===== src/rtl/core/assert_macros.svh =====
// Assertion macros shared by the timer bank RTL modules.
// Each macro expects clk_i and rst_ni to exist in the including module.
`ifndef ASSERT_MACROS_SVH
`define ASSERT_MACROS_SVH

`define TDTB_ASSERT(lbl, prop, msg) \
  lbl: assert property (@(posedge clk_i) disable iff (!rst_ni) prop) else $error(msg);

`define TDTB_ASSERT_NEVER(lbl, cond, msg) \
  `TDTB_ASSERT(lbl, !(cond), msg)

`endif


===== src/rtl/core/tdtb_pkg.sv =====
// Package for the timer bank: command codes, controller states and the
// control and status words between controller and datapath. No dependencies.
`timescale 1ns / 1ps
`default_nettype none

package tdtb_pkg;

  localparam int unsigned MODE_W  = 3;
  localparam int unsigned ID_W    = 4;
  localparam int unsigned TICKS_W = 32;

  typedef enum logic [MODE_W-1:0] {
    MODE_TICK  = 3'd0,
    MODE_START = 3'd1,
    MODE_STOP  = 3'd2,
    MODE_QUERY = 3'd3,
    MODE_ALLOC = 3'd4
  } mode_e;

  typedef enum logic [1:0] {
    ST_IDLE,
    ST_SCAN,
    ST_FLUSH
  } state_e;

  typedef enum logic [2:0] {
    OP_IDLE,
    OP_EXEC,
    OP_TICK_LOAD,
    OP_SCAN,
    OP_FLUSH
  } dp_op_e;

  typedef struct packed {
    dp_op_e op;
  } ctrl_cmd_t;

  typedef struct packed {
    logic scan_last;
  } dp_status_t;

endpackage

`default_nettype wire


===== src/rtl/core/tdtb_ctrl.sv =====
// Controller state machine of the timer bank: accepts commands and sequences
// the tick walk. Depends on tdtb_pkg and assert_macros.svh.
`timescale 1ns / 1ps
`default_nettype none

`include "assert_macros.svh"

module tdtb_ctrl (
  input  wire logic                           clk_i,
  input  wire logic                           rst_ni,
  input  wire logic                           start,
  input  wire logic [tdtb_pkg::MODE_W-1:0]    mode_i,
  input  wire tdtb_pkg::dp_status_t           status_i,
  output tdtb_pkg::ctrl_cmd_t                 cmd_o,
  output logic                                busy
);

  tdtb_pkg::state_e state_q, state_d;
  logic             is_tick;

  assign is_tick = (mode_i == tdtb_pkg::MODE_TICK);

  always_ff @(posedge clk_i or negedge rst_ni) begin
    if (!rst_ni) begin
      state_q <= tdtb_pkg::ST_IDLE;
    end else begin
      state_q <= state_d;
    end
  end

  always_comb begin
    state_d = state_q;
    unique case (state_q)
      tdtb_pkg::ST_IDLE: begin
        if (start && is_tick) begin
          state_d = tdtb_pkg::ST_SCAN;
        end
      end
      tdtb_pkg::ST_SCAN: begin
        if (status_i.scan_last) begin
          state_d = tdtb_pkg::ST_FLUSH;
        end
      end
      tdtb_pkg::ST_FLUSH: begin
        state_d = tdtb_pkg::ST_IDLE;
      end
      default: begin
        state_d = tdtb_pkg::ST_IDLE;
      end
    endcase
  end

  always_comb begin
    cmd_o.op = tdtb_pkg::OP_IDLE;
    busy     = 1'b0;
    unique case (state_q)
      tdtb_pkg::ST_IDLE: begin
        if (start) begin
          cmd_o.op = is_tick ? tdtb_pkg::OP_TICK_LOAD : tdtb_pkg::OP_EXEC;
        end
      end
      tdtb_pkg::ST_SCAN: begin
        cmd_o.op = tdtb_pkg::OP_SCAN;
        busy     = 1'b1;
      end
      tdtb_pkg::ST_FLUSH: begin
        cmd_o.op = tdtb_pkg::OP_FLUSH;
        busy     = 1'b1;
      end
      default: begin
        busy = 1'b1;
      end
    endcase
  end

  `TDTB_ASSERT(a_flush_ends, (state_q == tdtb_pkg::ST_FLUSH) |=> (state_q == tdtb_pkg::ST_IDLE), "flush must return to idle")
  `TDTB_ASSERT(a_scan_entry, (state_q == tdtb_pkg::ST_SCAN && $past(state_q) == tdtb_pkg::ST_IDLE) |-> $past(start && is_tick), "walk started without a tick word")

endmodule

`default_nettype wire


===== src/rtl/core/tdtb_datapath.sv =====
// Datapath of the timer bank: timer state, count and period memories, tick
// walk index, pending fire event and result register. Depends on tdtb_pkg and assert_macros.svh.
`timescale 1ns / 1ps
`default_nettype none

`include "assert_macros.svh"

module tdtb_datapath #(
  parameter int unsigned NUM_TIMERS  = 16,
  parameter int unsigned COUNT_WIDTH = 32
) (
  input  wire logic                            clk_i,
  input  wire logic                            rst_ni,
  input  wire tdtb_pkg::ctrl_cmd_t             cmd_i,
  output tdtb_pkg::dp_status_t                 status_o,
  input  wire logic [tdtb_pkg::MODE_W-1:0]     mode_i,
  input  wire logic [tdtb_pkg::ID_W-1:0]       timer_id_i,
  input  wire logic [tdtb_pkg::TICKS_W-1:0]    ticks_i,
  input  wire logic                            periodic_i,
  input  wire logic                            notify_i,
  output logic                                 result_valid_o,
  output logic [tdtb_pkg::ID_W-1:0]            result_id_o,
  output logic                                 fired_o,
  output logic                                 expired_o,
  output logic                                 ok_o,
  output logic                                 last_o
);

  localparam int unsigned IDX_W   = $clog2(NUM_TIMERS);
  localparam int unsigned ALLOC_W = $clog2(NUM_TIMERS + 1);

  logic [COUNT_WIDTH-1:0] cnt_mem [NUM_TIMERS];
  logic [COUNT_WIDTH-1:0] rel_mem [NUM_TIMERS];
  logic [COUNT_WIDTH-1:0] rd_cnt_q, rd_rel_q;

  logic [NUM_TIMERS-1:0]  running_q, periodic_q, notify_q, expired_q;
  logic [ALLOC_W-1:0]     alloc_q;
  logic [IDX_W-1:0]       idx_q, idx_d;

  logic                   pend_valid_q, pend_valid_d;
  logic [tdtb_pkg::ID_W-1:0] pend_id_q, pend_id_d;

  logic                   res_valid_d;
  logic [tdtb_pkg::ID_W-1:0] res_id_d;
  logic                   res_fired_d, res_exp_d, res_ok_d, res_last_d;

  logic                   is_exec, is_load, is_scan, is_flush;
  logic [IDX_W-1:0]       id_idx, rd_addr;
  logic                   id_in_bank, id_alloc, alloc_full;
  logic [COUNT_WIDTH-1:0] ticks_val, cnt_dec, cnt_wdata;
  logic [IDX_W-1:0]       cnt_waddr;
  logic                   cnt_we, rd_en;
  logic                   scan_last, scan_run, scan_hit, scan_fire;

  logic                   start_we, stop_we, alloc_inc;
  logic [tdtb_pkg::ID_W-1:0] ex_id;
  logic                   ex_ok, ex_exp;

  assign is_exec  = (cmd_i.op == tdtb_pkg::OP_EXEC);
  assign is_load  = (cmd_i.op == tdtb_pkg::OP_TICK_LOAD);
  assign is_scan  = (cmd_i.op == tdtb_pkg::OP_SCAN);
  assign is_flush = (cmd_i.op == tdtb_pkg::OP_FLUSH);

  assign id_idx     = IDX_W'(timer_id_i);
  assign id_in_bank = int'(timer_id_i) < int'(NUM_TIMERS);
  assign id_alloc   = int'(timer_id_i) < int'(alloc_q);
  assign alloc_full = int'(alloc_q) >= int'(NUM_TIMERS);
  assign ticks_val  = COUNT_WIDTH'(ticks_i);

  assign scan_last = (idx_q == IDX_W'(NUM_TIMERS - 1));
  assign scan_run  = is_scan && running_q[idx_q];
  assign cnt_dec   = rd_cnt_q - COUNT_WIDTH'(1);
  assign scan_hit  = scan_run && (cnt_dec == '0);
  assign scan_fire = scan_hit && notify_q[idx_q];

  assign status_o.scan_last = scan_last;

  always_comb begin
    ex_id     = '0;
    ex_ok     = 1'b0;
    ex_exp    = 1'b0;
    start_we  = 1'b0;
    stop_we   = 1'b0;
    alloc_inc = 1'b0;
    unique case (mode_i)
      tdtb_pkg::MODE_START: begin
        ex_id    = timer_id_i;
        ex_ok    = id_in_bank && id_alloc;
        start_we = is_exec && id_in_bank && id_alloc;
      end
      tdtb_pkg::MODE_STOP: begin
        ex_id   = timer_id_i;
        ex_ok   = id_in_bank;
        stop_we = is_exec && id_in_bank;
      end
      tdtb_pkg::MODE_QUERY: begin
        ex_id  = timer_id_i;
        ex_ok  = id_in_bank;
        ex_exp = id_in_bank && expired_q[id_idx];
      end
      tdtb_pkg::MODE_ALLOC: begin
        ex_id     = alloc_full ? '0 : tdtb_pkg::ID_W'(alloc_q);
        ex_ok     = !alloc_full;
        alloc_inc = is_exec && !alloc_full;
      end
      default: begin
        ex_id = '0;
      end
    endcase
  end

  always_comb begin
    rd_en     = is_load || is_scan;
    rd_addr   = (is_load || scan_last) ? '0 : idx_q + IDX_W'(1);
    cnt_we    = start_we || scan_run;
    cnt_waddr = start_we ? id_idx : idx_q;
    if (start_we) begin
      cnt_wdata = ticks_val;
    end else if (scan_hit) begin
      cnt_wdata = rd_rel_q;
    end else begin
      cnt_wdata = cnt_dec;
    end
  end

  always_ff @(posedge clk_i) begin
    if (cnt_we) begin
      cnt_mem[cnt_waddr] <= cnt_wdata;
    end
    if (start_we) begin
      rel_mem[id_idx] <= ticks_val;
    end
    if (rd_en) begin
      rd_cnt_q <= cnt_mem[rd_addr];
      rd_rel_q <= rel_mem[rd_addr];
    end
  end

  always_ff @(posedge clk_i or negedge rst_ni) begin
    if (!rst_ni) begin
      running_q  <= '0;
      periodic_q <= '0;
      notify_q   <= '0;
      expired_q  <= '0;
      alloc_q    <= ALLOC_W'(1);
    end else begin
      if (start_we) begin
        running_q[id_idx]  <= 1'b1;
        periodic_q[id_idx] <= periodic_i;
        notify_q[id_idx]   <= notify_i;
        expired_q[id_idx]  <= 1'b0;
      end
      if (stop_we) begin
        running_q[id_idx] <= 1'b0;
        expired_q[id_idx] <= 1'b0;
      end
      if (scan_hit) begin
        expired_q[idx_q] <= !periodic_q[idx_q];
      end
      if (alloc_inc) begin
        alloc_q <= alloc_q + ALLOC_W'(1);
      end
    end
  end

  // A fire event is held back one slot so that the final one of a tick
  // can still be marked as last when the walk ends.
  always_comb begin
    idx_d        = idx_q;
    pend_valid_d = pend_valid_q;
    pend_id_d    = pend_id_q;
    res_valid_d  = 1'b0;
    res_id_d     = result_id_o;
    res_fired_d  = fired_o;
    res_exp_d    = expired_o;
    res_ok_d     = ok_o;
    res_last_d   = last_o;
    unique case (cmd_i.op)
      tdtb_pkg::OP_EXEC: begin
        res_valid_d = 1'b1;
        res_id_d    = ex_id;
        res_fired_d = 1'b0;
        res_exp_d   = ex_exp;
        res_ok_d    = ex_ok;
        res_last_d  = 1'b1;
      end
      tdtb_pkg::OP_TICK_LOAD: begin
        idx_d = '0;
      end
      tdtb_pkg::OP_SCAN: begin
        idx_d = idx_q + IDX_W'(1);
        if (scan_fire) begin
          pend_valid_d = 1'b1;
          pend_id_d    = tdtb_pkg::ID_W'(idx_q);
          if (pend_valid_q) begin
            res_valid_d = 1'b1;
            res_id_d    = pend_id_q;
            res_fired_d = 1'b1;
            res_exp_d   = 1'b0;
            res_ok_d    = 1'b1;
            res_last_d  = 1'b0;
          end
        end
      end
      tdtb_pkg::OP_FLUSH: begin
        pend_valid_d = 1'b0;
        if (pend_valid_q) begin
          res_valid_d = 1'b1;
          res_id_d    = pend_id_q;
          res_fired_d = 1'b1;
          res_exp_d   = 1'b0;
          res_ok_d    = 1'b1;
          res_last_d  = 1'b1;
        end
      end
      default: begin
        idx_d = idx_q;
      end
    endcase
  end

  always_ff @(posedge clk_i or negedge rst_ni) begin
    if (!rst_ni) begin
      idx_q          <= '0;
      pend_valid_q   <= 1'b0;
      result_valid_o <= 1'b0;
    end else begin
      idx_q          <= idx_d;
      pend_valid_q   <= pend_valid_d;
      result_valid_o <= res_valid_d;
    end
  end

  always_ff @(posedge clk_i) begin
    pend_id_q   <= pend_id_d;
    result_id_o <= res_id_d;
    fired_o     <= res_fired_d;
    expired_o   <= res_exp_d;
    ok_o        <= res_ok_d;
    last_o      <= res_last_d;
  end

  `TDTB_ASSERT(a_pend_in_tick, pend_valid_q |-> (is_scan || is_flush), "pending fire event outside a tick")
  `TDTB_ASSERT(a_fire_word, (result_valid_o && fired_o) |-> (ok_o && !expired_o), "fire word must carry ok and no expired flag")
  `TDTB_ASSERT_NEVER(a_alloc_range, (alloc_q == '0) || (int'(alloc_q) > int'(NUM_TIMERS)), "allocation count out of range")

endmodule

`default_nettype wire


===== src/rtl/core/tick_driven_timer_bank_core.sv =====
// Tick walk: busy is high while the walk reads each timer in turn through the count
// memory read port and then closes the walk in the flush state; the next word is taken
// once busy has fallen, and the last fire word is out in the same cycle that busy falls.
// Other commands: one result word in the cycle after acceptance, busy stays low, one per
// cycle. Reset (asynchronous, active low) stops all timers and sets the next id to 1; count
// and period memories are not cleared and are only used after a start wrote them.
`timescale 1ns / 1ps
`default_nettype none

module tick_driven_timer_bank_core #(
  parameter int unsigned NUM_TIMERS  = 16,
  parameter int unsigned COUNT_WIDTH = 32
) (
  input  wire logic                            clk_i,
  input  wire logic                            rst_ni,
  input  wire logic                            start,
  output logic                                 busy,
  input  wire logic [tdtb_pkg::MODE_W-1:0]     mode_i,
  input  wire logic [tdtb_pkg::ID_W-1:0]       timer_id_i,
  input  wire logic [tdtb_pkg::TICKS_W-1:0]    ticks_i,
  input  wire logic                            periodic_i,
  input  wire logic                            notify_i,
  output logic                                 result_valid_o,
  output logic [tdtb_pkg::ID_W-1:0]            result_id_o,
  output logic                                 fired_o,
  output logic                                 expired_o,
  output logic                                 ok_o,
  output logic                                 last_o
);

  tdtb_pkg::ctrl_cmd_t  cmd;
  tdtb_pkg::dp_status_t status;

  tdtb_ctrl u_ctrl (
    .clk_i    (clk_i),
    .rst_ni   (rst_ni),
    .start    (start),
    .mode_i   (mode_i),
    .status_i (status),
    .cmd_o    (cmd),
    .busy     (busy)
  );

  tdtb_datapath #(
    .NUM_TIMERS  (NUM_TIMERS),
    .COUNT_WIDTH (COUNT_WIDTH)
  ) u_datapath (
    .clk_i          (clk_i),
    .rst_ni         (rst_ni),
    .cmd_i          (cmd),
    .status_o       (status),
    .mode_i         (mode_i),
    .timer_id_i     (timer_id_i),
    .ticks_i        (ticks_i),
    .periodic_i     (periodic_i),
    .notify_i       (notify_i),
    .result_valid_o (result_valid_o),
    .result_id_o    (result_id_o),
    .fired_o        (fired_o),
    .expired_o      (expired_o),
    .ok_o           (ok_o),
    .last_o         (last_o)
  );

endmodule

`default_nettype wire

===== config.mk =====
export PLATFORM = sky130hd
export DESIGN_NAME = tick_driven_timer_bank_core
export DESIGN_NICKNAME = d
export VERILOG_FILES = /design/src/rtl/core/tdtb_pkg.sv /design/src/rtl/core/tdtb_ctrl.sv /design/src/rtl/core/tdtb_datapath.sv /design/src/rtl/core/tick_driven_timer_bank_core.sv
export VERILOG_INCLUDE_DIRS = /design/src /design/src/rtl/core
export SDC_FILE = /design/constraint.sdc
export NUM_CORES = 2
export LEC_CHECK = 0
export BUFFER_PORTS_ARGS = -buffer_cell sky130_fd_sc_hd__buf_2
export CAP_MARGIN = 20
export CORE_MARGIN = 2
export CORE_UTILIZATION = 55
export DETAILED_ROUTE_END_ITERATION = 16
export GPL_ROUTABILITY_DRIVEN = 0
export PLACE_DENSITY = 0.71
export SYNTH_ARGS = -nofsm -noshare
export SYNTH_HDL_FRONTEND = slang
export SYNTH_SLANG_ARGS = --single-unit

===== constraint.sdc =====
create_clock -name clk_i -period 5.29 [get_ports clk_i]
set_input_delay 0.529 -clock clk_i [delete_from_list [all_inputs] [get_ports clk_i]]
set_output_delay 0.529 -clock clk_i [all_outputs]
set_load 0.01 [all_outputs]

==> impl_metrics.env <==
export IMPL_yosysWarnings=0
export IMPL_synth_top_flop_cell="edfxtp_1"
export IMPL_nNetsFinal=3172
export IMPL_slowest_delay_ps=810
export IMPL_io_pins=54
export IMPL_p_int_mw=20.7
export IMPL_startpoint_type="register"
export IMPL_synth_top_cell_area_share_pct=70.2
export IMPL_arrival_ps=4920
export IMPL_finalSetupTns_ps=0
export IMPL_grtUsageTotal_pct=27.5
export IMPL_core_area_um2=85000
export IMPL_power_density_nw_per_um2=586
export IMPL_synth_nets=3111
export IMPL_fp_dieH_um=297
export IMPL_seqCellArea_um2=35000
export IMPL_fin_hold_ws_ps=6.99
export IMPL_multi_input_area_um2=11500
export IMPL_synth_cells=3051
export IMPL_cts_resized=0
export IMPL_finalWirelength_um=119000
export IMPL_synth_top_cell_by_area="edfxtp_1"
export IMPL_status="completed"
export IMPL_power_switching_mw=10.6
export IMPL_final_core_util_pct=62.7
export IMPL_cts_path_max_buffers=3
export IMPL_setup_ws_ps=715
export IMPL_total_leakage_power_nw=17.2
export IMPL_postCtsSetupBuffers=0
export IMPL_syn_to_final_growth_pct=13.3
export IMPL_vias=28660
export IMPL_grt_max_degree=113
export IMPL_relSlewSlack_pct=24.1
export IMPL_synth_cell_types=63
export IMPL_htreeDepth=3
export IMPL_avgSynthCellArea_um2=15.4
export IMPL_numCtsBuffers=111
export IMPL_vias_per_cell=6.59
export IMPL_post_route_min_period_ps=4570
export IMPL_clockPowerShare_pct=26.9
export IMPL_setup_violations_final=0
export IMPL_drt_iter0_drc=4309
export IMPL_antenna_found_initial=8
export IMPL_cts_tree="built"
export IMPL_final_layout_size_suffix_gt1_share_pct=15.8
export IMPL_hold_class="in -> async"
export IMPL_cp_common_cell="a21oi_1"
export IMPL_rrSetupSlack_ps=720
export IMPL_yosys_register_bits=1177
export IMPL_synth_edf_count=1100
export IMPL_die_width_um=297
export IMPL_ys_top_cells_by_area="edfxtp_1 70%, dfrtp_1 4.0%, mux4_2 4.0%"
export IMPL_fmax_ghz=0.219
export IMPL_seq_area_frac_synth_pct=74.3
export IMPL_nFillCells=5855
export IMPL_final_cell_mix="1,100 x edfxtp_1, 305 x nand2_1, 159 x o21ai_0"
export IMPL_critPathKind="reg -> reg"
export IMPL_p_seq_share_pct=39.5
export IMPL_dieArea_um2=88000
export IMPL_layout_commonest_cell="edfxtp_1"
export IMPL_finalPower_mw=31.3
export IMPL_drc=0
export IMPL_cts_hold_buf=0
export IMPL_wire_per_inst_um=27.4
export IMPL_fin_crit_sh_pct=86.5
export IMPL_cap_violations=0
export IMPL_slew_viol_final=0
export IMPL_finalHoldViolations=0
export IMPL_async_reset_ff_share_pct=6.54
export IMPL_dp_slack_ps=856
export IMPL_dp_hpwl_um=67600
export IMPL_fin_skew_ps=24.7
export IMPL_crit_slowest_cell="a21oi_1"
export IMPL_ir_worst_vdd_v=0.000410
export IMPL_clock_sinks=1177
export IMPL_grt_pass1_wl_um=179000
export IMPL_grt_overflow=0
export IMPL_grt_pass1_vias=27927
export IMPL_path_delay_family="simple AND/OR/NAND/NOR gates"
export IMPL_clkSlewWorstSetupHoldPaths_ps=60
export IMPL_first_pass_iters=8
export IMPL_switching_share_pct=33.9
export IMPL_syn_area_um2=47100
export IMPL_port_buffers=53
export IMPL_row_count=107
export IMPL_required_ps=5630
export IMPL_worstMarginPinSlew_ps=1140
export IMPL_power_frac_comb_pct=33.6
export IMPL_rsz0062_at_grt="false"
export IMPL_ant_nets=0
export IMPL_start_util_pct=55.4
export IMPL_cts_root_buf="clkbuf_16"
export IMPL_clkLatencyLatePin_ps=690
export IMPL_path_buf_inv=1
export IMPL_path_cells="inv_1 -> ha_1 -> nor4b_2 -> nand3_1 -> nor3_1 -> and3b_1 -> a21oi_1 -> nor4_4 -> mux2i_1 -> a21oi_1"
export IMPL_crit_path_max_fanout=16
export IMPL_end_kind="register"
[sequential cells by signal (all words and copies together), names as in the netlist, 2 cells and up, named ones only]
register,flops
u_datapath.result_id_o,4
u_datapath.running_q,15
u_ctrl.state_q,2
u_datapath.notify_q,16
u_datapath.rd_rel_q,32
u_datapath.idx_q,4
u_datapath.rd_cnt_q,32
u_datapath.periodic_q,16
u_datapath.cnt_mem,512
u_datapath.expired_q,16
u_datapath.pend_id_q,4
u_datapath.alloc_q,5
u_datapath.rel_mem,512
[power groups by stage]
stage	Sequential, mW	Clock, mW	Combinational [mW]
floorplan	12.2	0	6.85
global placement	12.5	0	10.0
detailed placement	12.5	0	10.3
CTS	12.3	8.50	10.4
global route	12.4	8.88	11.3
finish	12.4	8.42	10.5
[cells by family (layout without fill, tap and decap cells)]
kind of cell / count (synthesis) / count (layout) / synth area share [%]
AO/OA/AOI/OAI: 792 / 792 / 11.1
XOR/XNOR: 31 / 31 / 0.577
adder cells (fa/ha/maj): 16 / 16 / 0.425
buffers and inverters: 242 / 397 / 1.97
flip-flops: 1177 / 1177 / 74.3
multiplexers: 133 / 133 / 5.12
other: 0 / 1 / 0
AND/OR/NAND/NOR: 660 / 660 / 6.59
[Yosys cell counts (all sizes together), types with 21 or more instances]
master and count:
o221ai 128, dfrtp 76, nor2 106, a31oi 147, nand3 32, o22ai 129, a211oi 129, clkbuf 204
edfxtp 1100, o21ai 167, a21oi 63, buf 21, nand2 307, mux4 83, and2 132, mux2 32
[area by class of cell]
type,count,share of cell area [%]
clock inverters,76,1.85
inverters,17,0.134
clock buffers,131,5.47
diodes,1,0.00469
multi-input cells,1632,21.5
well taps,1144,2.68
repair buffers,173,2.78
flip-flops and latches,1177,65.5
[final timing paths]
| check | end | startpoint | cells past startpoint |
|---|---|---|---|
| max in group asynchronous | u_datapath.pend_valid_q | rst_ni | 1 |
| worst min register to register | u_datapath.periodic_q[2] | u_datapath.periodic_q[2] | 1 |
| worst min-delay path | u_datapath.periodic_q[15] | rst_ni | 1 |
| worst max register to register | u_datapath.cnt_mem[8][0] | u_datapath.rd_cnt_q[0] | 10 |
| min in group clk_i | u_datapath.rel_mem[10][24] | ticks_i[24] | 1 |
| worst max-delay path | u_datapath.cnt_mem[8][0] | u_datapath.rd_cnt_q[0] | 10 |
[metal layers]
layer  global-route usage [%]  wire (µm)  vias up
li1                         -          -    12255
met5                        0         59        -
met4                     8.76       3670       10
met2                     43.3      56300     1632
met1                     39.4      47000    14508
met3                     5.08      12300      255
[metrics by stage]
step                cell area (µm²)  cells
global placement              49300   4138
CTS                           53300   4348
finish                        53300   4351
detailed placement            49400   4141
floorplan                     47100   3051
global route                  53300   4350
Note: power is estimated with default switching activity, not from simulation.
